## src/design/bcs_pkg.sv

```systemverilog
`timescale 1ns / 1ps
package bcs_pkg;

  // one control point, coordinates in signed fixed point
  typedef struct packed {
    logic signed [31:0] y;
    logic signed [31:0] x;
  } pt_t;

  typedef pt_t [3:0] crv_t;

  typedef enum logic [1:0] {
    MODE_SPLIT,
    MODE_LEFT,
    MODE_RIGHT,
    MODE_MID
  } mode_t;

  // what travels beside the curve through a cut pipeline
  typedef struct packed {
    mode_t mode;
    crv_t  ea;
    crv_t  eb;
  } side_t;

  localparam logic [1:0] HALF_LEFT  = 2'd0;
  localparam logic [1:0] HALF_RIGHT = 2'd1;
  localparam logic [1:0] HALF_SEG   = 2'd2;

  localparam logic signed [17:0] T_ONE = 18'sd65536;
  localparam int PROD_W = 51;
  localparam int DIV_W  = 19;
  localparam int Q_W    = 16;

  // (b - a) * t, exact
  function automatic logic signed [PROD_W-1:0] lmul(input logic signed [31:0] a,
                                                    input logic signed [31:0] b,
                                                    input logic signed [17:0] t);
    logic signed [32:0] d;
    d = {b[31], b} - {a[31], a};
    lmul = d * t;
  endfunction

  // a + floor((p + 2^15) / 2^16), saturated to 32 bits
  function automatic logic signed [31:0] lerp_fin(input logic signed [31:0] a,
                                                  input logic signed [PROD_W-1:0] p);
    logic [PROD_W-1:0] pr;
    logic [35:0]       s;
    pr = p + PROD_W'(32768);
    s  = {{4{a[31]}}, a} + {pr[PROD_W-1], pr[PROD_W-1:16]};
    if (s[35:31] == 5'b00000 || s[35:31] == 5'b11111) begin
      lerp_fin = s[31:0];
    end else if (s[35]) begin
      lerp_fin = {1'b1, 31'b0};
    end else begin
      lerp_fin = {1'b0, {31{1'b1}}};
    end
  endfunction

endpackage

```

## src/design/bcs_div.sv

```systemverilog
`timescale 1ns / 1ps
module bcs_div (
  input  logic                         clk,
  input  logic                         en,
  input  logic [bcs_pkg::DIV_W-1:0]    an,
  input  logic [bcs_pkg::DIV_W-1:0]    ad,
  input  logic                         zero,
  input  logic                         sat,
  output logic [16:0]                  r
);

  typedef struct packed {
    logic [bcs_pkg::DIV_W-1:0] rem;
    logic [bcs_pkg::Q_W-1:0]   q;
    logic [bcs_pkg::DIV_W-1:0] ad;
    logic                      zero;
    logic                      sat;
  } dstg_t;

  dstg_t       d_r   [5];
  dstg_t       d_nxt [5];
  dstg_t       fin;
  logic [16:0] r_r;
  logic [16:0] r_nxt;
  logic [19:0] rsum;
  logic [16:0] qf;

  // one restoring step: one quotient bit
  function automatic dstg_t step(input dstg_t s);
    dstg_t       o;
    logic [19:0] t2;
    o  = s;
    t2 = {s.rem, 1'b0};
    if (t2 >= {1'b0, s.ad}) begin
      t2      = t2 - {1'b0, s.ad};
      o.q     = {s.q[bcs_pkg::Q_W-2:0], 1'b1};
    end else begin
      o.q     = {s.q[bcs_pkg::Q_W-2:0], 1'b0};
    end
    o.rem = t2[bcs_pkg::DIV_W-1:0];
    return o;
  endfunction

  always_comb begin
    d_nxt[0] = step(step(step('{rem: an, q: '0, ad: ad, zero: zero, sat: sat})));
    for (int k = 1; k < 5; k++) begin
      d_nxt[k] = step(step(step(d_r[k-1])));
    end
    fin  = step(d_r[4]);
    rsum = {1'b0, fin.rem} + {2'b0, fin.ad[bcs_pkg::DIV_W-1:1]};
    qf   = {1'b0, fin.q} + 17'(rsum >= {1'b0, fin.ad});
    if (fin.zero) begin
      r_nxt = '0;
    end else if (fin.sat) begin
      r_nxt = 17'd65536;
    end else begin
      r_nxt = qf;
    end
  end

  always_ff @(posedge clk) begin
    if (en) begin
      for (int k = 0; k < 5; k++) begin
        d_r[k] <= d_nxt[k];
      end
      r_r <= r_nxt;
    end
  end

  assign r = r_r;

endmodule

```

## config.mk

```make
export PLATFORM = sky130hd
export DESIGN_NAME = bcs_div
export DESIGN_NICKNAME = d
export VERILOG_FILES = /design/src/design/bcs_pkg.sv /design/src/design/bcs_div.sv
export SDC_FILE = /design/constraint.sdc
export NUM_CORES = 1
export LEC_CHECK = 0
export BUFFER_PORTS_ARGS = -buffer_cell sky130_fd_sc_hd__buf_4
export CORE_AREA = 4 4 303 305
export DETAILED_ROUTE_END_ITERATION = 8
export DIE_AREA = 0 0 307 309
export GPL_TIMING_DRIVEN = 0
export PLACE_DENSITY = 0.53
export SETUP_SLACK_MARGIN = 0.1
export SYNTH_ARGS = -nofsm -noshare
export SYNTH_HDL_FRONTEND = slang
export SYNTH_SLANG_ARGS = --single-unit
```

## constraint.sdc

```tcl
create_clock -name clk -period 10.6 [get_ports clk]
set_input_delay 0.53 -clock clk [delete_from_list [all_inputs] [get_ports clk]]
set_output_delay 0.53 -clock clk [all_outputs]
set_load 0.1 [all_outputs]
```

==> impl_metrics.yaml, run 1 <==
detailed_routing:
  wl_per_cell_um: 15.81
  drcViolationCount: 0
  met1_length_mm: 27.97
  top_layer: "met4"
  drt_iter0_markers: 860
  dr_wl_met3_mm: 1.291
  route.vias.total: 20900
  drt-total-wl_mm: 66.10
  ant_nets: 0
  firstDrtPassIters: 5
  met2WireLength_mm: 34.96
  via_per_inst: 4.999
die:
  ios: 59
  die_h_um: 309
  die_x_um: 307
  core.rowCount: 110
  start_util_pct: 29.65
  die_area_um2: 94860
  core_area_um2: 89320
timing:
  rsz0062_at_grt: "true"
  slew_headroom_pct: 23.26
  max_freq_ghz: 0.1021
  holdWs_ns: 0.1573
  worst_slew_pin_slew_ns: 1.151
  finalMaxSlewViolations: 0
  final_hold_viol_count: 0
  post-route-min-period_ns: 9.793
  finalCritPeriodShare_pct: 92.39
  skew_ns: 0.02643
  setup_viol: 0
global_routing:
  gr-usage-all-layers_pct: 13.81
  grt_max_degree: 99
  grt_pass1_vias: 21200
  antenna_found_initial: 0
  grt_pass1_wl_mm: 107.3
  global_route.overflow_total: 0
synth:
  synth_area_leaders: "edfxtp_1 30%, ha_1 16%, mux2_2 6.2%"
  async_reset_ff_share_pct: 0
  synth_largest_area_cell: "edfxtp_1"
  syn_area_per_cell_um2: 9.190
  synth_cells: 2882
  synth.cell_area_um2: 26490
  synth-warning-count: 0
  yosysSeqAreaShare_pct: 29.70
  synthDistinctLibCells: 91
  synth-edff-count: 262
  synth_top_cells_by_count: "334 x ha_1, 262 x edfxtp_1, 245 x nor2_1, 242 x a21oi_1, 195 x nand2_1"
  yosys.area.top_type_share_pct: 29.70
  ys_ff_latch: 262
  syn_nets: 3265
  synth_flop_cell: "edfxtp_1"
  yosysMostFrequentCell: "ha_1"
clock_network:
  cts.htree.levels: 2
  clk_pin_slew_worst_paths_ns: 0.06
  clk_latency_ns: 0.54
  clock_sinks: 262
  cts_buffers: 35
  postCtsSetupRepairBufs: 0
  clock_path_buffers: 3
  cts_tree: "yes"
  cts_root_buffer: "clkbuf_16"
final_layout:
  diodes: 0
  drive_above_1_share_pct: 11.58
  syn_to_final_growth_pct: 11.67
  fill_cells: 9287
  nets: 3362
  fin_area_um2: 29580
  finalNonFillerCells: 4181
worst_setup_path:
  reg2reg_from: "d_r[0][170]$_DFFE_PP_"
  cp_slowest_stage_delay_ns: 0.53
  worst_r2r_endpoint: "d_r[0][278]$_DFFE_PP_"
  slowest_stage: "o41ai_1"
  r2r_cells: 35
  crit_type: "in2reg"
  worstSetupStartpointType: "input port"
  required_ns: 10.88
  end_kind: "flip-flop"
  crit_top_cell: "a21oi_1"
  cp_data_arrival_time_ns: 10.07
  cp_max_fo: 10
  r2r_slack_ns: 0.82
run:
  drv_cap: 0
outcome:
  status: "finished, final reports clean"
min_path:
  whs_path_depth: 1
  hold-path-endpoint: "d_r[0][0]$_DFFE_PP_"
  hold_class: "in2reg"
  worstHoldStart: "sat"
placement:
  placed_area_um2: 28460
  dp_hpwl_mm: 54.73
  io_buffers: 58
  dpl.cell_count: 4118
  gp_congestion: 0.8380
==> critical path, delay by kind of cell <==
family / cells / cell delay, ns
fa+ha+maj: 3 / 1.07
compound gates: 16 / 4.68
buf+inv: 7 / 1.66
simple gates: 5 / 1.25
mux: 3 / 0.88
==> per-stage QoR <==
stage	setup TNS [ns]	util (%)	setup WS [ns]
2_1_floorplan	0	-	2.689
3_3_place_gp	-1.209	31.79	-0.1780
3_5_place_dp	-1.264	31.86	-0.1912
4_1_cts	0	33.08	0.2017
5_1_grt	0	33.11	0.07799
6_report	0	33.11	0.8066
==> how the worst max path moves through the flow <==
| stage | slack, ns | startpoint | to |
|---|---|---|---|
| after global placement | -0.18 | ad[0] | d_r[0][51]$_DFFE_PP_ |
| after floorplan | 2.69 | d_r[0][170]$_DFFE_PP_ | d_r[0][278]$_DFFE_PP_ |
| after global routing | 0.08 | d_r[0][58]$_DFFE_PP_ | d_r[0][164]$_DFFE_PP_ |
| final | 0.81 | ad[0] | d_r[0][47]$_DFFE_PP_ |
| after detailed placement | -0.19 | ad[0] | d_r[0][51]$_DFFE_PP_ |
| after CTS | 0.20 | d_r[0][58]$_DFFE_PP_ | d_r[0][164]$_DFFE_PP_ |
==> area by class of cell <==
| cell class | instances | area, µm² | area share, % |
|---|---|---|---|
| Multi-Input combinational cell | 2374 | 17650 | 59.68 |
| Sequential cell | 262 | 7868 | 26.60 |
| Tap cell | 1176 | 1471 | 4.975 |
| Clock buffer | 45 | 913.4 | 3.088 |
| Inverter | 196 | 735.7 | 2.487 |
| Timing Repair Buffer | 60 | 498.0 | 1.684 |
| Buffer | 50 | 265.3 | 0.8968 |
| Clock inverter | 18 | 175.2 | 0.5922 |
==> cell usage in the layout, fill, tap and decap left out, types with 8 or more instances in the layout <==
| master | n |
|---|---|
| and3_1 | 17 |
| xor2_1 | 98 |
| o22ai_1 | 8 |
| clkbuf_1 | 32 |
| a211oi_1 | 30 |
| nand2_1 | 195 |
| nor4_1 | 12 |
| xnor2_1 | 161 |
| and2_1 | 20 |
| nand3_1 | 42 |
| a21o_1 | 91 |
| nand2b_1 | 48 |
| nand4_1 | 24 |
| o31a_1 | 12 |
| ha_1 | 334 |
| nor2_1 | 244 |
| or3_1 | 27 |
| buf_4 | 59 |
| edfxtp_1 | 262 |
| mux2i_1 | 16 |
| mux2_4 | 14 |
| nor2b_1 | 27 |
| o21a_1 | 53 |
| o31ai_1 | 22 |
| or2_2 | 18 |
| nor3_1 | 55 |
| buf_2 | 15 |
| a31oi_1 | 26 |
| o211ai_1 | 13 |
| a2111oi_0 | 8 |
| a21boi_0 | 15 |
| clkbuf_16 | 35 |
| inv_1 | 192 |
| mux2_2 | 146 |
| a21oi_1 | 242 |
| o21bai_1 | 30 |
| o21ai_0 | 185 |
| a211o_1 | 10 |
==> sequential cells by signal (all words and copies together), names as in the netlist <==
| signal | count |
|---|---|
| r | 17 |
| d_r | 245 |
==> repair_timing <==
action | in CTS | in global routing
setup endpoints to repair | 9 | 36
hold buffers | 0 | 0
gates resized for setup | 1 | 12
pin swaps | 0 | 0
==> routing by layer <==
layer	vias to the layer above	global-route usage, %
met5	-	0
met4	0	3.968
met3	89	1.527
met2	194	27.55
met1	9755	15.35
li1	10860	-
==> logic make-up after synthesis <==
group	synth area share (%)
AO/OA/AOI/OAI	20.35
AND/OR/NAND/NOR	13.54
adder cells (fa/ha/maj)	16.31
flip-flops	29.70
XOR/XNOR	8.564
buffers and inverters	3.760
multiplexers	7.776
Power of run 1 is left out: the tool's default activity adds up to more than one toggle a clock period on the data nets, which glitch-free logic cannot reach.
==> inputs of run 2 (changes only) <==
Settings changed: RECOVER_POWER set to 50.
==> impl_metrics.yaml, run 2 (synthesis gave the netlist of run 1 again) <==
die:
  core_area_um2: 89320
  die_h_um: 309
  start_util_pct: 29.65
  die_x_um: 307
  die_area_um2: 94860
  core.rowCount: 110
  ios: 59
global_routing:
  gr-usage-all-layers_pct: 13.81
  grt_max_degree: 99
  global_route.overflow_total: 0
  grt_pass1_wl_mm: 107.3
  antenna_found_initial: 0
  grt_pass1_vias: 21200
final_layout:
  layout_common_cells: "334 x ha_1, 262 x edfxtp_1, 244 x nor2_1"
  drive_above_1_share_pct: 10.95
  finalNonFillerCells: 4181
  largest_register_ffs: 245
  syn_to_final_growth_pct: 11.30
  fill_cells: 9297
  top_register: "d_r"
  nets: 3362
  regArea_um2: 7868
  diodes: 0
  mostFrequentLayoutCell: "ha_1"
  multi_input_area_um2: 17650
clock_network:
  cts_hold_buf: 0
  clock_path_buffers: 3
  clock_sinks: 262
  postCtsSetupRepairBufs: 0
  clk_pin_slew_worst_paths_ns: 0.06
  cts_tree: "yes"
  cts_buffers: 35
  clk_latency_ns: 0.55
  cts_root_buffer: "clkbuf_16"
  cts.htree.levels: 2
worst_setup_path:
  slowest_stage: "o41ai_1"
  required_ns: 10.88
  worstSetupStartpointType: "input port"
  cp_slowest_stage_delay_ns: 0.53
  cp_data_arrival_time_ns: 10.10
  end_kind: "flip-flop"
  crit_type: "in2reg"
  crit_top_cell: "a21oi_1"
  cp_max_fo: 10
placement:
  dp_hpwl_mm: 54.73
  dpl.cell_count: 4118
  io_buffers: 58
  place_ws_ns: -0.1912
  gp_congestion: 0.8380
timing:
  rsz0062_at_grt: "true"
  tns_ns: 0
  setup_ws_ns: 0.7761
  max_freq_ghz: 0.1018
  worst_slew_pin_slew_ns: 5.162
  finalMaxSlewViolations: 183
  holdWs_ns: 0.1793
  skew_ns: 0.02535
  final_hold_viol_count: 0
  post-route-min-period_ns: 9.824
  setup_viol: 0
  slew_headroom_pct: -244.1
  finalCritPeriodShare_pct: 92.68
detailed_routing:
  drt-total-wl_mm: 66.15
  ant_nets: 0
  firstDrtPassIters: 5
  route.vias.total: 20870
  drt_iter0_markers: 925
  drcViolationCount: 0
  wl_per_cell_um: 15.82
  via_per_inst: 4.991
min_path:
  hold_class: "in2reg"
outcome:
  status: "complete, but fails checks"
  violations: "max-capacitance violations, max-slew violations"
run:
  drv_cap: 2
==> run 2: cell count changes in the layout (fill, tap and decap cells not counted) <==
cell / delta
buf_4: -20
clkbuf_4: +3
buf_8: -1
buf_16: -1
clkbuf_1: +19
==> run 2: stage by stage <==
| step | cell area, µm² | util [%] |
|---|---|---|
| after global placement | 28390 | 31.79 |
| after global routing | 29480 | 33.00 |
| after detailed placement | 28460 | 31.86 |
| final | 29480 | 33.00 |
| after CTS | 29550 | 33.08 |
| after floorplan | 26490 | - |
==> run 2: final cells by class <==
type                    instances  share of cell area [%]
plain buffers                  50                  0.8998
clock buffers                  45                   3.098
clock inverters                18                  0.5942
inverters                     196                   2.496
multi-input cells            2374                   59.88
flip-flops and latches        262                   26.69
well taps                    1176                   4.991
repair buffers                 60                   1.354
==> run 2: repair_timing <==
item	CTS	global route
resized for setup	1	12
pin swaps	0	0
gates cloned	0	0
setup endpoints to repair	9	36
==> run 2: critical path, delay by kind of cell <==
family / cells / cell delay, ns
adders and majority gates: 3 / 1.05
AOI/OAI and AO/OA: 16 / 4.67
and+or+nand+nor: 5 / 1.25
muxes: 3 / 0.88
buffers and inverters: 7 / 1.71
==> run 2: layer usage <==
layer	up-vias	part of all wire [%]	global-route usage (%)
met5	-	0	0
met4	0	2.9	3.968
met3	89	2.0	1.527
met2	191	53	27.55
met1	9725	42	15.35
li1	10860	-	-
==> run 2: final timing paths <==
| kind | slack (ns) | to | startpoint | depth (start not counted) |
|---|---|---|---|---|
| worst max-delay path | 0.78 | d_r[0][47]$_DFFE_PP_ | ad[1] | 34 |
| worst min-delay path | 0.18 | d_r[0][0]$_DFFE_PP_ | sat | 1 |
| worst max register to register | 0.82 | d_r[0][278]$_DFFE_PP_ | d_r[0][170]$_DFFE_PP_ | 35 |
| worst min register to register | 0.41 | d_r[0][224]$_DFFE_PP_ | d_r[0][168]$_DFFE_PP_ | 0 |
Power of run 2 is left out for the same reason.
==> inputs of run 3 (changes only) <==
Settings changed: CTS_CLUSTER_DIAMETER set to 200.
Clock period 10.6 ns to 12.25 ns, I/O delays scaled along.
==> impl_metrics.yaml, run 3 (synthesis gave the netlist of run 1 again) <==
outcome:
  status: "complete, but fails checks"
  violations: "max-capacitance violations, max-slew violations"
clock_network:
  clk_pin_slew_worst_paths_ns: 0.06
  cts_tree: "yes"
  cts.htree.levels: 2
  clock_sinks: 262
  postCtsSetupRepairBufs: 0
  clk_latency_ns: 0.54
  cts_root_buffer: "clkbuf_16"
  cts_resized: 0
  clock_path_buffers: 3
  cts_buffers: 35
  cts_hold_buf: 0
detailed_routing:
  wl_per_cell_um: 15.79
  drt-total-wl_mm: 66.04
  ant_nets: 0
  drt_iter0_markers: 915
  drcViolationCount: 0
  route.vias.total: 20860
  via_per_inst: 4.989
  firstDrtPassIters: 5
die:
  core_area_um2: 89320
  ios: 59
  die_x_um: 307
  core.rowCount: 110
  start_util_pct: 29.65
  die_h_um: 309
  die_area_um2: 94860
worst_setup_path:
  crit_top_cell: "a21oi_1"
  worstSetupStartpointType: "input port"
  slowest_stage: "o21ai_1"
  required_ns: 12.53
  r2r_cells: 33
  cp_data_arrival_time_ns: 10.71
  critical_path.startpoint: "ad[0]"
  reg2reg_from: "d_r[0][58]$_DFFE_PP_"
  crit_type: "in2reg"
  cp_slowest_stage_delay_ns: 0.67
  cp_max_fo: 10
  end_kind: "flip-flop"
final_layout:
  syn_to_final_growth_pct: 11.16
  utilization_pct: 32.96
  diodes: 0
  fin_area_um2: 29440
  nets: 3362
  top_register: "d_r"
  layout_common_cells: "334 x ha_1, 262 x edfxtp_1, 245 x nor2_1"
  fill_cells: 9300
  drive_above_1_share_pct: 10.68
  largest_register_ffs: 245
  mostFrequentLayoutCell: "ha_1"
timing:
  finalMaxSlewViolations: 183
  worst_slew_pin_slew_ns: 5.112
  slew_headroom_pct: -240.8
  setup_viol: 0
  tns_ns: 0
  max_freq_ghz: 0.09585
  skew_ns: 0.02570
  post-route-min-period_ns: 10.43
  final_hold_viol_count: 0
  finalCritPeriodShare_pct: 85.17
  rsz0062_at_grt: "false"
global_routing:
  global_route.overflow_total: 0
  grt_pass1_wl_mm: 107.3
  grt_pass1_vias: 21200
  grt_max_degree: 99
  gr-usage-all-layers_pct: 13.81
  antenna_found_initial: 0
min_path:
  worstHoldStart: "sat"
  whs_path_depth: 1
  hold_class: "in2reg"
placement:
  io_buffers: 58
  gp_congestion: 0.8380
  placed_area_um2: 28460
  dp_hpwl_mm: 54.73
run:
  drv_cap: 2
==> run 3: final cells by class <==
class	instances	area (µm²)	share of cell area [%]
plain buffers	50	260.3	0.8839
clock inverters	18	175.2	0.5950
clock buffers	45	913.4	3.102
repair buffers	60	395.4	1.343
well taps	1176	1471	4.998
inverters	196	735.7	2.499
flip-flops and latches	262	7868	26.72
multi-input cells	2374	17620	59.86
==> run 3: final timing paths <==
check | to | slack, ns
worst max-delay path | d_r[0][47]$_DFFE_PP_ | 1.82
worst min register to register | d_r[0][224]$_DFFE_PP_ | 0.41
worst min-delay path | d_r[0][0]$_DFFE_PP_ | 0.26
worst max register to register | d_r[0][164]$_DFFE_PP_ | 1.86
==> run 3: per-stage QoR <==
stage | hold WS (ns) | setup slack (ns) | std cells
final | 0.2610 | 1.817 | 4181
after global routing | 0.2284 | 1.060 | 4181
after CTS | 0.1957 | 1.609 | 4181
after detailed placement | 0.4045 | 1.376 | 4118
after global placement | 0.4022 | 1.389 | 4116
after floorplan | 0.4003 | 4.339 | 2882
==> run 3: routing by layer <==
metal  global-route usage (%)  routed length, µm  share of wire, %  up-vias
met5                        0                  0                 0        -
met4                    3.968               1748               2.6        0
met3                    1.527               1459               2.2       87
met2                    27.55              35070                53      210
met1                    15.35              27760                42     9698
li1                         -                  -                 -    10870
==> run 3: worst max-delay path, delay by kind of cell <==
family                   cells  cell delay (ns)
AND/OR/NAND/NOR              5             1.23
AO/OA/AOI/OAI               16             4.82
adder cells (fa/ha/maj)      3             1.10
buffers and inverters        7             2.05
multiplexers                 3             0.87
Power of run 3 is left out for the same reason.
