===== src/design/bcs_pkg.sv =====
`timescale 1ns / 1ps
package bcs_pkg;

  // one control point, coordinates in signed fixed point
  typedef struct packed {
    logic signed [31:0] y;
    logic signed [31:0] x;
  } pt_t;

  typedef pt_t [3:0] crv_t;

  typedef enum logic [1:0] {
    MODE_SPLIT,
    MODE_LEFT,
    MODE_RIGHT,
    MODE_MID
  } mode_t;

  // what travels beside the curve through a cut pipeline
  typedef struct packed {
    mode_t mode;
    crv_t  ea;
    crv_t  eb;
  } side_t;

  localparam logic [1:0] HALF_LEFT  = 2'd0;
  localparam logic [1:0] HALF_RIGHT = 2'd1;
  localparam logic [1:0] HALF_SEG   = 2'd2;

  localparam logic signed [17:0] T_ONE = 18'sd65536;
  localparam int PROD_W = 51;
  localparam int DIV_W  = 19;
  localparam int Q_W    = 16;

  // (b - a) * t, exact
  function automatic logic signed [PROD_W-1:0] lmul(input logic signed [31:0] a,
                                                    input logic signed [31:0] b,
                                                    input logic signed [17:0] t);
    logic signed [32:0] d;
    d = {b[31], b} - {a[31], a};
    lmul = d * t;
  endfunction

  // a + floor((p + 2^15) / 2^16), saturated to 32 bits
  function automatic logic signed [31:0] lerp_fin(input logic signed [31:0] a,
                                                  input logic signed [PROD_W-1:0] p);
    logic [PROD_W-1:0] pr;
    logic [35:0]       s;
    pr = p + PROD_W'(32768);
    s  = {{4{a[31]}}, a} + {pr[PROD_W-1], pr[PROD_W-1:16]};
    if (s[35:31] == 5'b00000 || s[35:31] == 5'b11111) begin
      lerp_fin = s[31:0];
    end else if (s[35]) begin
      lerp_fin = {1'b1, 31'b0};
    end else begin
      lerp_fin = {1'b0, {31{1'b1}}};
    end
  endfunction

endpackage


===== src/design/bcs_ser.sv =====
`timescale 1ns / 1ps
module bcs_ser (
  input  logic            clk,
  input  logic            rst_n,
  input  logic            in_valid,
  input  bcs_pkg::crv_t   in_lo,
  input  logic            in_cubic,
  input  bcs_pkg::side_t  in_side,
  output logic            free,
  input  logic            out_ready,
  output logic            out_valid,
  output logic [1:0]      out_half,
  output logic [1:0]      out_pi,
  output bcs_pkg::pt_t    out_pt,
  output logic            out_last
);

  bcs_pkg::crv_t  a_r, b_r;
  bcs_pkg::mode_t mode_r;
  logic           cubic_r;
  logic           v_r, v_nxt;
  logic           seg_r, seg_nxt;
  logic [1:0]     pi_r, pi_nxt;
  logic           deg_end, final_pt, load;

  assign deg_end  = pi_r == (cubic_r ? 2'd3 : 2'd2);
  assign final_pt = deg_end && (mode_r != bcs_pkg::MODE_SPLIT || seg_r);
  assign free     = !v_r || (out_ready && final_pt);
  assign load     = free && in_valid;

  always_comb begin
    v_nxt   = v_r;
    seg_nxt = seg_r;
    pi_nxt  = pi_r;
    if (load) begin
      v_nxt   = 1'b1;
      seg_nxt = 1'b0;
      pi_nxt  = '0;
    end else if (v_r && out_ready) begin
      if (final_pt) begin
        v_nxt = 1'b0;
      end else if (deg_end) begin
        seg_nxt = 1'b1;
        pi_nxt  = '0;
      end else begin
        pi_nxt = pi_r + 2'd1;
      end
    end
  end

  always_ff @(posedge clk) begin
    if (!rst_n) begin
      v_r   <= 1'b0;
      seg_r <= 1'b0;
      pi_r  <= '0;
    end else begin
      v_r   <= v_nxt;
      seg_r <= seg_nxt;
      pi_r  <= pi_nxt;
    end
  end

  always_ff @(posedge clk) begin
    if (load) begin
      a_r     <= (in_side.mode == bcs_pkg::MODE_MID) ? in_lo : in_side.ea;
      b_r     <= in_side.eb;
      mode_r  <= in_side.mode;
      cubic_r <= in_cubic;
    end
  end

  assign out_valid = v_r;
  assign out_pi    = pi_r;
  assign out_pt    = seg_r ? b_r[pi_r] : a_r[pi_r];
  assign out_last  = final_pt;
  assign out_half  = (mode_r != bcs_pkg::MODE_SPLIT) ? bcs_pkg::HALF_SEG :
                     (seg_r ? bcs_pkg::HALF_RIGHT : bcs_pkg::HALF_LEFT);

endmodule


===== config.mk =====
export PLATFORM = sky130hd
export DESIGN_NAME = bcs_ser
export DESIGN_NICKNAME = d
export VERILOG_FILES = /design/src/design/bcs_pkg.sv /design/src/design/bcs_ser.sv
export SDC_FILE = /design/constraint.sdc
export NUM_CORES = 1
export LEC_CHECK = 0
export BUFFER_PORTS_ARGS = -buffer_cell sky130_fd_sc_hd__clkbuf_2
export CORE_AREA = 5 5 325 327
export CTS_CLUSTER_SIZE = 10
export DETAILED_ROUTE_END_ITERATION = 10
export DIE_AREA = 0 0 330 332
export MAX_ROUTING_LAYER = met4
export PLACE_DENSITY = 0.4
export SKIP_LAST_GASP = 1
export SLEW_MARGIN = 20
export SYNTH_ARGS = -nofsm -noshare
export SYNTH_HDL_FRONTEND = slang
export SYNTH_SLANG_ARGS = --single-unit

===== constraint.sdc =====
create_clock -name clk -period 37 [get_ports clk]
set_clock_uncertainty 0.1 [all_clocks]
set_input_delay 7.4 -clock clk [delete_from_list [all_inputs] [get_ports clk]]
set_output_delay 7.4 -clock clk [all_outputs]
set_load 0.02 [all_outputs]

==> results of run 1 <==
==> state kept, by name (all words and copies together), names as in the netlist <==
signal / flops
out_pi: 2
mode_r: 2
a_r: 256
seg_r: 1
b_r: 256
cubic_r: 1
out_valid: 1
==> tightest hold or removal path: stages (launching register included) <==
cell	delay (ns)
sky130_fd_sc_hd__dfxtp_1	0.34
sky130_fd_sc_hd__o31ai_1	0.13
sky130_fd_sc_hd__a21boi_0	0.10
==> routing by layer <==
layer / vias up / global-route usage / routed length (um)
met5: - / - / 0
met4: 0 / 0.0301 / 1420
met3: 103 / 0.0404 / 5290
met2: 538 / 0.253 / 41300
met1: 6996 / 0.158 / 30100
li1: 6489 / - / -
==> worst min path at each step <==
stage / startpoint / endpoint / slack (ns) / cells after the start
2_1_floorplan: seg_r / out_pi[1] / 0.48 / 3
3_3_place_gp: out_valid / out_valid / 0.52 / 2
3_5_place_dp: out_valid / out_valid / 0.51 / 2
4_1_cts: out_valid / out_valid / 0.52 / 2
5_1_grt: out_valid / out_valid / 0.59 / 2
6_report: out_valid / out_valid / 0.52 / 2
==> kinds of logic (layout without fill, tap and decap cells) <==
group	count (synthesis)	after routing	synth area share
buffers and inverters	76	968	0.0180
flip-flops	519	519	0.687
multiplexers	390	390	0.258
other	0	20	0
AO/OA/AOI/OAI	11	11	0.00376
XOR/XNOR	1	1	0.000387
AND/OR/NAND/NOR	190	190	0.0327
==> final cells by class <==
type                       instances  area (um2)  share of cell area
inverter                           4        17.5            0.000577
clock buffer                      88        1840              0.0606
sequential                       519       15600               0.513
tap                             1380        1730              0.0569
multi-input combinational        592        6680               0.220
antenna                           20        50.0             0.00165
clock inverter                    13         115             0.00379
timing repair buffer             863        4360               0.144
==> report_power, final <==
| group | internal (mW) | leakage, nW | switching (mW) |
|---|---|---|---|
| Sequential | 0.693 | 4.94 | 0.0108 |
| Clock | 0.359 | 0.953 | 0.237 |
| Combinational | 0.0756 | 5.89 | 0.0749 |
| Total | 1.13 | 11.8 | 0.323 |
==> cell usage in the layout (no fill, tap or decap), drive strengths merged, types with 3 or more instances in the layout <==
master	netlist	layout
clkbuf	18	933
edfxtp	515	515
mux2	262	262
nand2	178	178
mux4	128	128
diode	0	20
buf	54	18
clkinv	0	10
inv	4	5
dfxtp	4	4
o31ai	3	3
==> impl_metrics.sql, run 1 <==
INSERT INTO impl_metrics (metric_group, metric, value, unit) VALUES
('status', 'run_status', 'complete, but fails checks', ''),
('status', 'violations', 'design-rule violations', ''),
('synth', 'syn_area', '22600', 'um2'),
('detailed_routing', 'wire_per_inst', '22.5', 'um'),
('detailed_routing', 'detail_route.drc_violations', '9', ''),
('synth', 'post_syn_area_per_cell', '19.1', 'um2'),
('synth', 'postSynthRegisterBits', '519', ''),
('power_and_ir_drop', 'power.static_leakage', '11.8', 'nW'),
('detailed_routing', 'first_iter_violations', '677', ''),
('synth', 'synthFlopType', 'sky130_fd_sc_hd__edfxtp_1', ''),
('cells_and_area', 'areaGrowthSynthToFinish', '34.2', '%'),
('critical_path', 'reg2reg_depth', '8', ''),
('critical_path', 'reg2reg_from', 'seg_r', ''),
('placed_design', 'place.port_buffers', '845', ''),
('placed_design', 'placedInstanceArea', '28300', 'um2'),
('synth', 'synth_top_cells_by_count', '515 x sky130_fd_sc_hd__edfxtp_1, 262 x sky130_fd_sc_hd__mux2_2, 178 x sky130_fd_sc_hd__nand2_1, 128 x sky130_fd_sc_hd__mux4_2, 40 x sky130_fd_sc_hd__buf_2', ''),
('critical_path', 'crit_fanout', '4', ''),
('cells_and_area', 'layout.cells.non_filler', '3479', ''),
('sta', 'slew_of_the_pin_with_the_lowest_slew_margin', '1.04', 'ns'),
('clock_network', 'cts_made_buffers', '66', ''),
('detailed_routing', 'detailed_routing_iteration_count_for_the_pre_antenna_repair_pass', '8', ''),
('sta', 'postLayoutSetupSlackWorst', '21.17', 'ns'),
('cells_and_area', 'post-route-util', '0.296', ''),
('synth', 'synth_cell_type_count', '31', ''),
('clock_network', 'clk_path_buf_depth', '3', ''),
('critical_path', 'crit_required', '29.50', 'ns'),
('critical_path', 'ff2ff_setup_slack', '30.62', 'ns'),
('placed_design', 'place_congestion', '0.869', ''),
('sta', 'max_slew_violation_count', '0', ''),
('grt', 'first_global_vias', '16000', ''),
('critical_path', 'cp.depth', '4', ''),
('critical_path', 'setup.worst_path.end_class', 'output pin', ''),
('critical_path', 'cp-start-kind', 'input port', ''),
('sta', 'final.period_utilization', '0.428', ''),
('cells_and_area', 'design.final.nets', '2821', ''),
('sta', 'final_hold_viol_count', '0', ''),
('critical_path', 'timing.critical_path.max_delay_family', 'compound AO/OA/AOI/OAI gates', ''),
('cells_and_area', 'final_layout_size_suffix_gt1_frac', '0.644', ''),
('placed_design', 'post-place-ws', '21.16', 'ns'),
('critical_path', 'worstPathBufferInverterCount', '2', ''),
('synth', 'yosysSeqAreaShare', '0.687', ''),
('flow_run', 'drv.max_cap_violation_count', '0', ''),
('critical_path', 'critPathCapture', 'free', ''),
('sta', 'final_period_minus_worst_setup_slack', '15.83', 'ns'),
('die', 'die-width', '330', 'um'),
('cells_and_area', 'fill_cells', '10400', ''),
('clock_network', 'clk_pin_slew_worst_paths', '0.05', 'ns'),
('detailed_routing', 'route.vias.total', '14100', ''),
('clock_network', 'cts-hold-fix-buffers', '0', ''),
('critical_path', 'critPathArrivalTime', '8.33', 'ns'),
('grt', 'grt_first_pass_wirelength', '109000', 'um'),
('sta', 'worst_slew_margin_rel', '0.307', ''),
('synth', 'mappedNetlistNets', '1962', ''),
('clock_network', 'cts_setup_buffers', '0', ''),
('power_and_ir_drop', 'vdd_ir_drop_max', '23.8', 'uV'),
('synth', 'async_reset_ff_frac', '0', ''),
('critical_path', 'crit_path_cell_trace', 'clkbuf_2 > nand2_1 > o31ai_1 > clkbuf_2', ''),
('power_and_ir_drop', 'finalPower', '1.45', 'mW'),
('die', 'number_of_top_level_pins', '846', ''),
('critical_path', 'timing.critical_path.from', 'out_ready', ''),
('cells_and_area', 'fin_area', '30300', 'um2'),
('synth', 'yosys-top-cells-area', 'sky130_fd_sc_hd__edfxtp_1 68%, sky130_fd_sc_hd__mux2_2 13%, sky130_fd_sc_hd__mux4_2 13%', ''),
('clock_network', 'tritoncts', 'built', ''),
('die', 'design.core.area', '103000', 'um2'),
('grt', 'globalRouteTotalUtil', '0.142', ''),
('clock_network', 'clock_tree.htree_level_count', '3', ''),
('grt', 'initial_antenna_violation_count', '19', ''),
('critical_path', 'cp_most_frequent_cell', 'sky130_fd_sc_hd__clkbuf_2', ''),
('power_and_ir_drop', 'power-per-cell-area', '47.8', 'nW/um2'),
('sta', 'grt_setup_unrepaired', 'false', ''),
('die', 'die_area', '110000', 'um2');
Power figures use the tool's default switching activity.
==> inputs of run 2 (changes only) <==
==> constraint.sdc (replaced) <==
create_clock -name clk -period 15.4 [get_ports clk]
set_clock_uncertainty 0.1 [all_clocks]
set_input_delay 3.08 -clock clk [delete_from_list [all_inputs] [get_ports clk]]
set_output_delay 3.08 -clock clk [all_outputs]
set_load 0.02 [all_outputs]
==> run 2 against run 1 <==
Compared with the run above:
- the flow now finishes without violations
- combinational power rose by 140%
- routed wire length rose by 0.47%
- first-iteration DRC count fell by 9.3%
- sequential share of layout area barely moved
- die area did not move
- clock-buffer cell count fell by 5
- cell area barely moved
- critical endpoint unchanged
==> impl_metrics.sql, run 2 (synthesis gave the netlist of run 1 again) <==
INSERT INTO impl_metrics (metric_group, metric, value, unit) VALUES
('power_and_ir_drop', 'power.static_leakage', '11.8', 'nW'),
('hold_path', 'worst_hold_path_type', 'reg2reg', ''),
('power_and_ir_drop', 'finalPower', '3.46', 'mW'),
('detailed_routing', 'detail_route.drc_violations', '0', ''),
('detailed_routing', 'drt_via_density', '4.03', ''),
('critical_path', 'cp-start-kind', 'input port', ''),
('grt', 'first_global_vias', '16000', ''),
('sta', 'maxClockFrequency', '140', 'MHz'),
('critical_path', 'timing.critical_path.max_delay_family', 'buffers and inverters', ''),
('status', 'run_status', 'finished clean', ''),
('cells_and_area', 'mostFrequentLayoutCell', 'sky130_fd_sc_hd__clkbuf_2', ''),
('critical_path', 'critPathCapture', 'free', ''),
('cells_and_area', 'post-route-util', '0.296', ''),
('critical_path', 'worstPathBufferInverterCount', '2', ''),
('critical_path', 'ff2ff_setup_slack', '10.72', 'ns'),
('critical_path', 'cp.depth', '4', ''),
('critical_path', 'cpMaxStageDelayCell', 'sky130_fd_sc_hd__o31ai_1', ''),
('die', 'design.core.area', '103000', 'um2'),
('detailed_routing', 'postRouteAntennaNets', '0', ''),
('placed_design', 'dp_cells', '3357', ''),
('critical_path', 'crit_required', '12.22', 'ns'),
('cells_and_area', 'most-common-layout-cells', '845 x sky130_fd_sc_hd__clkbuf_2, 515 x sky130_fd_sc_hd__edfxtp_1, 262 x sky130_fd_sc_hd__mux2_2', ''),
('placed_design', 'dp.final_hpwl', '59300', 'um'),
('grt', 'grt_first_pass_wirelength', '110000', 'um'),
('grt', 'grt_start_max_net_pins', '176', ''),
('clock_network', 'tritoncts', 'built', ''),
('clock_network', 'clock_insertion_delay_worst_skew', '0.60', 'ns'),
('grt', 'gr_overflow_total', '0', ''),
('die', 'initial_util', '0.220', ''),
('critical_path', 'cp_most_frequent_cell', 'sky130_fd_sc_hd__clkbuf_2', ''),
('sta', 'grt_setup_unrepaired', 'false', ''),
('sta', 'postLayoutSetupSlackWorst', '8.28', 'ns'),
('cells_and_area', 'final_layout_size_suffix_gt1_frac', '0.643', ''),
('detailed_routing', 'detailed_routing_iteration_count_for_the_pre_antenna_repair_pass', '4', ''),
('die', 'die-width', '330', 'um'),
('sta', 'final_hold_viol_count', '0', ''),
('sta', 'worst_slew_margin_rel', '0.235', ''),
('critical_path', 'reg2reg_depth', '6', ''),
('cells_and_area', 'top_regs', 'a_r (256), b_r (256)', ''),
('detailed_routing', 'route.vias.total', '14000', ''),
('die', 'fp.dieH', '332', 'um'),
('critical_path', 'reg2reg_from', 'out_pi[1]', ''),
('flow_run', 'drv.max_cap_violation_count', '0', ''),
('placed_design', 'place.port_buffers', '845', ''),
('sta', 'setup-violations-final', '0', ''),
('die', 'number_of_top_level_pins', '846', ''),
('cells_and_area', 'areaGrowthSynthToFinish', '34.1', '%'),
('detailed_routing', 'first_iter_violations', '614', ''),
('cells_and_area', 'layout.cells.non_filler', '3483', ''),
('critical_path', 'setup.worst_path.end_class', 'output pin', ''),
('clock_network', 'cts_resized', '0', ''),
('sta', 'slew_of_the_pin_with_the_lowest_slew_margin', '1.15', 'ns'),
('detailed_routing', 'wirelength_routed', '78500', 'um'),
('critical_path', 'crit_path_cell_trace', 'clkbuf_2 > nand2_1 > o31ai_1 > clkbuf_2', ''),
('detailed_routing', 'wire_per_inst', '22.5', 'um'),
('sta', 'timing.setup.tns', '0', 'ns'),
('clock_network', 'cts_sinks', '519', ''),
('clock_network', 'clk_pin_slew_worst_paths', '0.06', 'ns'),
('clock_network', 'cts_setup_buffers', '0', ''),
('clock_network', 'cts_made_buffers', '66', ''),
('die', 'core.rowCount', '118', ''),
('power_and_ir_drop', 'power-per-cell-area', '114', 'nW/um2'),
('sta', 'final.period_utilization', '0.462', ''),
('critical_path', 'worst-setup-path-type', 'in2out', ''),
('critical_path', 'timing.critical_path.from', 'out_ready', ''),
('grt', 'globalRouteTotalUtil', '0.142', ''),
('sta', 'max_slew_violation_count', '0', ''),
('critical_path', 'crit_fanout', '4', ''),
('clock_network', 'clock_tree.htree_level_count', '3', ''),
('critical_path', 'rr_endpoint', 'a_r[10]', ''),
('sta', 'final_period_minus_worst_setup_slack', '7.12', 'ns'),
('critical_path', 'critical_path.max_stage_delay', '0.38', 'ns'),
('clock_network', 'cts-hold-fix-buffers', '0', ''),
('critical_path', 'critPathArrivalTime', '3.94', 'ns'),
('power_and_ir_drop', 'vdd_ir_drop_max', '51.8', 'uV'),
('clock_network', 'clk_path_buf_depth', '3', ''),
('placed_design', 'place_congestion', '0.844', ''),
('grt', 'initial_antenna_violation_count', '24', ''),
('die', 'die_area', '110000', 'um2'),
('placed_design', 'post-place-ws', '8.27', 'ns'),
('clock_network', 'ctsRootBufferMaster', 'sky130_fd_sc_hd__clkbuf_16', ''),
('cells_and_area', 'design.final.nets', '2820', '');
[run 2: layout make-up]
type,instances,area (um2)
antenna,23,57.6
clock buffer,83,1760
clock inverter,20,158
fill,10400,72300
inverter,4,17.5
multi-input combinational,592,6680
sequential,519,15600
tap,1380,1730
timing repair buffer,862,4380
[run 2: worst min-delay path by stage]
stage                     depth (start not counted)  slack, ns        end      start
after floorplan                                   3       0.48  out_pi[1]      seg_r
after global placement                            2       0.50  out_valid  out_valid
after detailed placement                          2       0.53  out_valid  out_valid
after CTS                                         2       0.54  out_valid  out_valid
after global routing                              2       0.59  out_pi[1]    cubic_r
final                                             2       0.54  out_valid  out_valid
[run 2: routing by layer]
metal  global-route usage  up-vias  wire, um
met5                    -        -         0
met4               0.0310        0      1280
met3               0.0437       88      5730
met2                0.254      539     41600
met1                0.155     6905     29800
li1                     -     6505         -
[run 2: worst register-to-register path: stages (launching register included)]
cell	delay [ns]
sky130_fd_sc_hd__dfxtp_4	0.57
sky130_fd_sc_hd__buf_4	0.47
sky130_fd_sc_hd__nand2_1	0.19
sky130_fd_sc_hd__o31ai_1	0.38
sky130_fd_sc_hd__and2_4	0.65
sky130_fd_sc_hd__buf_4	0.86
sky130_fd_sc_hd__buf_12	0.70
[run 2: per-stage QoR]
stage | hold WS [ns] | area [um2]
2_1_floorplan | 0.478 | 22600
3_3_place_gp | 0.504 | 28400
3_5_place_dp | 0.528 | 28400
4_1_cts | 0.539 | 30300
5_1_grt | 0.590 | 30300
6_report | 0.536 | 30300
[run 2: power breakdown]
group | leakage, nW | switching, mW | internal (mW)
Combinational | 5.89 | 0.179 | 0.182
Clock | 0.931 | 0.587 | 0.819
Sequential | 4.94 | 0.0256 | 1.67
Total | 11.8 | 0.792 | 2.67
==> inputs of run 3 (changes only) <==
--- a/config.mk
+++ b/config.mk
@@ -5,13 +5,14 @@
 export SDC_FILE = /design/constraint.sdc
 export NUM_CORES = 1
 export LEC_CHECK = 0
+export ABC_AREA = 1
 export BUFFER_PORTS_ARGS = -buffer_cell sky130_fd_sc_hd__clkbuf_2
-export CORE_AREA = 5 5 325 327
+export CORE_AREA = 5 5 328 330
 export CTS_CLUSTER_SIZE = 10
 export DETAILED_ROUTE_END_ITERATION = 10
-export DIE_AREA = 0 0 330 332
+export DIE_AREA = 0 0 333 335
 export MAX_ROUTING_LAYER = met4
-export PLACE_DENSITY = 0.4
+export PLACE_DENSITY = 0.42
 export SKIP_LAST_GASP = 1
 export SLEW_MARGIN = 20
 export SYNTH_ARGS = -nofsm -noshare
==> constraint.sdc (replaced) <==
create_clock -name clk -period 6.33 [get_ports clk]
set_clock_uncertainty 0.1 [all_clocks]
set_input_delay 1.266 -clock clk [delete_from_list [all_inputs] [get_ports clk]]
set_output_delay 1.266 -clock clk [all_outputs]
set_load 0.02 [all_outputs]
==> run 3 against run 2 <==
Compared with the run above:
- clock-buffer cell count decreased by 1
- cell count increased by 16%
- global-route usage up 0.78 points
- synthesized cell count increased by 49%
- combinational power grew 150%
- critical path type is now reg2out
- sequential share of layout area shrank 0.57 points
- routed wire length rose by 8.7%
- highest routed layer unchanged
- largest cell class unchanged
- worst setup slack worse by 6.5 ns
==> impl_metrics.sql, run 3 <==
INSERT INTO impl_metrics (metric_group, metric, value, unit) VALUES
('critical_path', 'crit_required', '4.96', 'ns'),
('critical_path', 'worstPathBufferInverterCount', '2', ''),
('clock_network', 'clock_insertion_delay_worst_skew', '0.62', 'ns'),
('grt', 'first_global_vias', '18600', ''),
('sta', 'setup-violations-final', '0', ''),
('grt', 'globalRouteTotalUtil', '0.150', ''),
('placed_design', 'place.port_buffers', '845', ''),
('detailed_routing', 'postRouteAntennaNets', '0', ''),
('power_and_ir_drop', 'power_frac_seq', '0.485', ''),
('synth', 'postSynthRegisterBits', '519', ''),
('detailed_routing', 'route.vias.total', '17200', ''),
('grt', 'globalRouteMet2Util', '0.258', ''),
('cells_and_area', 'top_regs', 'a_r (256), b_r (256)', ''),
('die', 'number_of_top_level_pins', '846', ''),
('cells_and_area', 'final_layout_size_suffix_gt1_frac', '0.468', ''),
('sta', 'postLayoutSetupSlackWorst', '1.76', 'ns'),
('synth', 'async_reset_ff_frac', '0', ''),
('grt', 'initial_antenna_violation_count', '10', ''),
('flow_run', 'drv.max_cap_violation_count', '0', ''),
('clock_network', 'clk_path_buf_depth', '3', ''),
('synth', 'post_syn_area_per_cell', '13.1', 'um2'),
('critical_path', 'cpMaxStageDelayCell', 'sky130_fd_sc_hd__buf_4', ''),
('synth', 'post_synth_fa_ha_maj_area_fraction', '0', ''),
('synth', 'synthDominantCellAreaShare', '0.670', ''),
('clock_network', 'cts_resized', '0', ''),
('critical_path', 'cp_most_frequent_cell', 'sky130_fd_sc_hd__nand2_1', ''),
('die', 'die-width', '333', 'um'),
('cells_and_area', 'areaGrowthSynthToFinish', '32.8', '%'),
('synth', 'synthFlopType', 'sky130_fd_sc_hd__edfxtp_1', ''),
('power_and_ir_drop', 'p_switching', '2.01', 'mW'),
('sta', 'final_hold_viol_count', '0', ''),
('die', 'core.rowCount', '119', ''),
('detailed_routing', 'drt_via_density', '4.28', ''),
('sta', 'grt_setup_unrepaired', 'false', ''),
('critical_path', 'reg2reg_from', 'out_pi[0]', ''),
('power_and_ir_drop', 'vdd_ir_drop_max', '149', 'uV'),
('sta', 'worst_slew_margin_rel', '0.264', ''),
('synth', 'yosysSeqAreaShare', '0.673', ''),
('placed_design', 'dp.final_hpwl', '62400', 'um'),
('detailed_routing', 'detail_route.drc_violations', '0', ''),
('clock_network', 'clk_pin_slew_worst_paths', '0.06', 'ns'),
('status', 'run_status', 'finished clean', ''),
('critical_path', 'reg2reg_depth', '8', ''),
('detailed_routing', 'wirelength_routed', '85300', 'um'),
('die', 'die_area', '112000', 'um2'),
('clock_network', 'cts_made_buffers', '67', ''),
('synth', 'synth_xor_area_frac', '0', ''),
('die', 'initial_util', '0.221', ''),
('die', 'fp.dieH', '335', 'um'),
('synth', 'synth_top_cells_by_count', '515 x sky130_fd_sc_hd__edfxtp_1, 261 x sky130_fd_sc_hd__nor2_1, 256 x sky130_fd_sc_hd__mux2_2, 202 x sky130_fd_sc_hd__nand2_1, 149 x sky130_fd_sc_hd__o21ai_0', ''),
('synth', 'synth_warnings', '0', ''),
('critical_path', 'cp-start-kind', 'flop', ''),
('detailed_routing', 'first_iter_violations', '1038', ''),
('sta', 'slew_of_the_pin_with_the_lowest_slew_margin', '1.10', 'ns'),
('critical_path', 'critical_path.max_stage_delay', '0.74', 'ns'),
('synth', 'syn_area', '23100', 'um2'),
('cells_and_area', 'most-common-layout-cells', '845 x sky130_fd_sc_hd__clkbuf_2, 515 x sky130_fd_sc_hd__edfxtp_1, 261 x sky130_fd_sc_hd__nor2_1', ''),
('critical_path', 'crit_path_cell_trace', 'buf_4 > o21ai_0 > o22ai_1 > nand2_1 > nand2_1 > clkbuf_2', ''),
('synth', 'synth_cell_type_count', '22', ''),
('power_and_ir_drop', 'combinationalPowerShare', '0.106', ''),
('power_and_ir_drop', 'power_report.internal_total', '6.46', 'mW'),
('hold_path', 'worstHoldPathCells', '2', ''),
('grt', 'gr_overflow_total', '0', ''),
('clock_network', 'clock_tree.htree_level_count', '3', ''),
('critical_path', 'timing.critical_path.max_delay_family', 'buffers and inverters', ''),
('hold_path', 'hold_end', 'out_valid', ''),
('power_and_ir_drop', 'power_frac_clock', '0.409', ''),
('sta', 'final.period_utilization', '0.722', ''),
('hold_path', 'worst_hold_path_type', 'reg2reg', ''),
('sta', 'max_slew_violation_count', '0', ''),
('power_and_ir_drop', 'power.switching_fraction', '0.237', ''),
('grt', 'global_route.usage.met3', '0.0324', ''),
('sta', 'maxClockFrequency', '219', 'MHz'),
('grt', 'global_route.usage.met1', '0.176', ''),
('detailed_routing', 'detailed_routing_iteration_count_for_the_pre_antenna_repair_pass', '5', ''),
('grt', 'grt_first_pass_wirelength', '121000', 'um'),
('synth', 'synth_top_family_by_area', 'multiplexers', ''),
('detailed_routing', 'wire_per_inst', '21.2', 'um'),
('synth', 'synth_top_cell_by_area', 'sky130_fd_sc_hd__edfxtp_1', ''),
('critical_path', 'worst-setup-path-type', 'reg2out', ''),
('cells_and_area', 'mostFrequentLayoutCell', 'sky130_fd_sc_hd__clkbuf_2', ''),
('cells_and_area', 'design.final.nets', '3363', ''),
('placed_design', 'post-place-ws', '2.39', 'ns'),
('clock_network', 'cts_setup_buffers', '0', ''),
('sta', 'final_period_minus_worst_setup_slack', '4.57', 'ns'),
('synth', 'synth_edf_count', '515', ''),
('clock_network', 'cts_sinks', '519', ''),
('critical_path', 'rr_endpoint', 'a_r[59]', ''),
('power_and_ir_drop', 'power.static_leakage', '12.3', 'nW'),
('synth', 'syn-instance-count', '1765', ''),
('grt', 'globalRoute.busiestLayer', 'met2', ''),
('critical_path', 'crit_fanout', '79', ''),
('synth', 'yosys-top-cells-area', 'sky130_fd_sc_hd__edfxtp_1 67%, sky130_fd_sc_hd__mux2_2 12%, sky130_fd_sc_hd__nor2_1 4.2%', ''),
('synth', 'synth-compound-area-share', '0.0918', ''),
('hold_path', 'holdCritStartpoint', 'out_valid', ''),
('critical_path', 'setup.worst_path.end_class', 'output pin', ''),
('power_and_ir_drop', 'finalPower', '8.47', 'mW'),
('clock_network', 'ctsRootBufferMaster', 'sky130_fd_sc_hd__clkbuf_16', ''),
('placed_design', 'place_congestion', '0.883', ''),
('power_and_ir_drop', 'power-per-cell-area', '276', 'nW/um2'),
('grt', 'grt_start_max_net_pins', '142', ''),
('synth', 'synthSimpleGateAreaFrac', '0.0762', ''),
('clock_network', 'cts-hold-fix-buffers', '0', ''),
('synth', 'synth.area.mux_share', '0.125', ''),
('critical_path', 'ff2ff_setup_slack', '2.36', 'ns'),
('synth', 'mappedNetlistNets', '2540', ''),
('cells_and_area', 'fill_cells', '10900', ''),
('die', 'design.core.area', '105000', 'um2'),
('clock_network', 'tritoncts', 'built', ''),
('synth', 'yosys.cell_count.top_type', 'sky130_fd_sc_hd__edfxtp_1', ''),
('critical_path', 'critPathArrivalTime', '3.20', 'ns');
## run 3: worst register-to-register path, delay by kind of cell (launching register included)
| family | cells | cell delay [ns] |
|---|---|---|
| and+or+nand+nor | 3 | 0.31 |
| DFF | 1 | 0.67 |
| AOI/OAI and AO/OA | 1 | 0.69 |
| buffers and inverters | 4 | 1.82 |
## run 3: worst max-delay path by stage
| stage | start | depth (start not counted) | to | slack [ns] |
|---|---|---|---|---|
| after floorplan | out_ready | 4 | a_r[0] | -3.49 |
| after global placement | out_pi[0] | 6 | out_pt[29] | 2.39 |
| after detailed placement | out_pi[0] | 6 | out_pt[29] | 2.39 |
| after CTS | out_pi[0] | 6 | out_pt[29] | 1.66 |
| after global routing | out_pi[0] | 6 | out_pt[29] | 1.43 |
| final | out_pi[0] | 6 | out_pt[29] | 1.76 |
## run 3: final cells by class
type,instances,area [um2],share of cell area
Sequential cell,519,15600,0.507
Timing Repair Buffer,880,4580,0.149
Clock buffer,82,1780,0.0579
Clock inverter,23,165,0.00538
Inverter,9,52.6,0.00171
Multi-Input combinational cell,1111,6770,0.221
Antenna cell,11,27.5,0.000897
Tap cell,1391,1740,0.0567
## run 3: through the flow
step,hold slack [ns],cell area [um2],TNS (ns),utilization,std cells
6_report,0.451,30700,0,0.293,4026
5_1_grt,0.485,30700,0,0.293,4025
4_1_cts,0.454,30600,0,0.293,4015
3_5_place_dp,0.445,28700,0,0.275,3910
3_3_place_gp,0.444,28700,0,0.275,3910
2_1_floorplan,0.540,23100,-1795.57,-,1765
## run 3: logic make-up (layout without fill, tap and decap cells)
| family | after synthesis | in the layout |
|---|---|---|
| other | 0 | 11 |
| muxes | 256 | 256 |
| DFF | 519 | 519 |
| buffers and inverters | 135 | 994 |
| and+or+nand+nor | 467 | 467 |
| AOI/OAI and AO/OA | 388 | 388 |
## run 3: per-layer routing
| metal | share of wire | vias to the layer above | routed length [um] |
|---|---|---|---|
| met1 | 0.41 | 8287 | 34900 |
| met4 | 0.024 | 0 | 2080 |
| met3 | 0.054 | 117 | 4630 |
| li1 | - | 8184 | - |
| met5 | 0 | - | 0 |
| met2 | 0.51 | 641 | 43700 |
## run 3: power by group through the flow
stage | Combinational, mW | Clock, mW | Sequential [mW]
detailed placement | 0.917 | 0 | 4.18
CTS | 0.923 | 3.59 | 4.11
floorplan | 0.448 | 0 | 4.21
global route | 0.985 | 3.73 | 4.13
global placement | 0.911 | 0 | 4.18
finish | 0.899 | 3.46 | 4.11
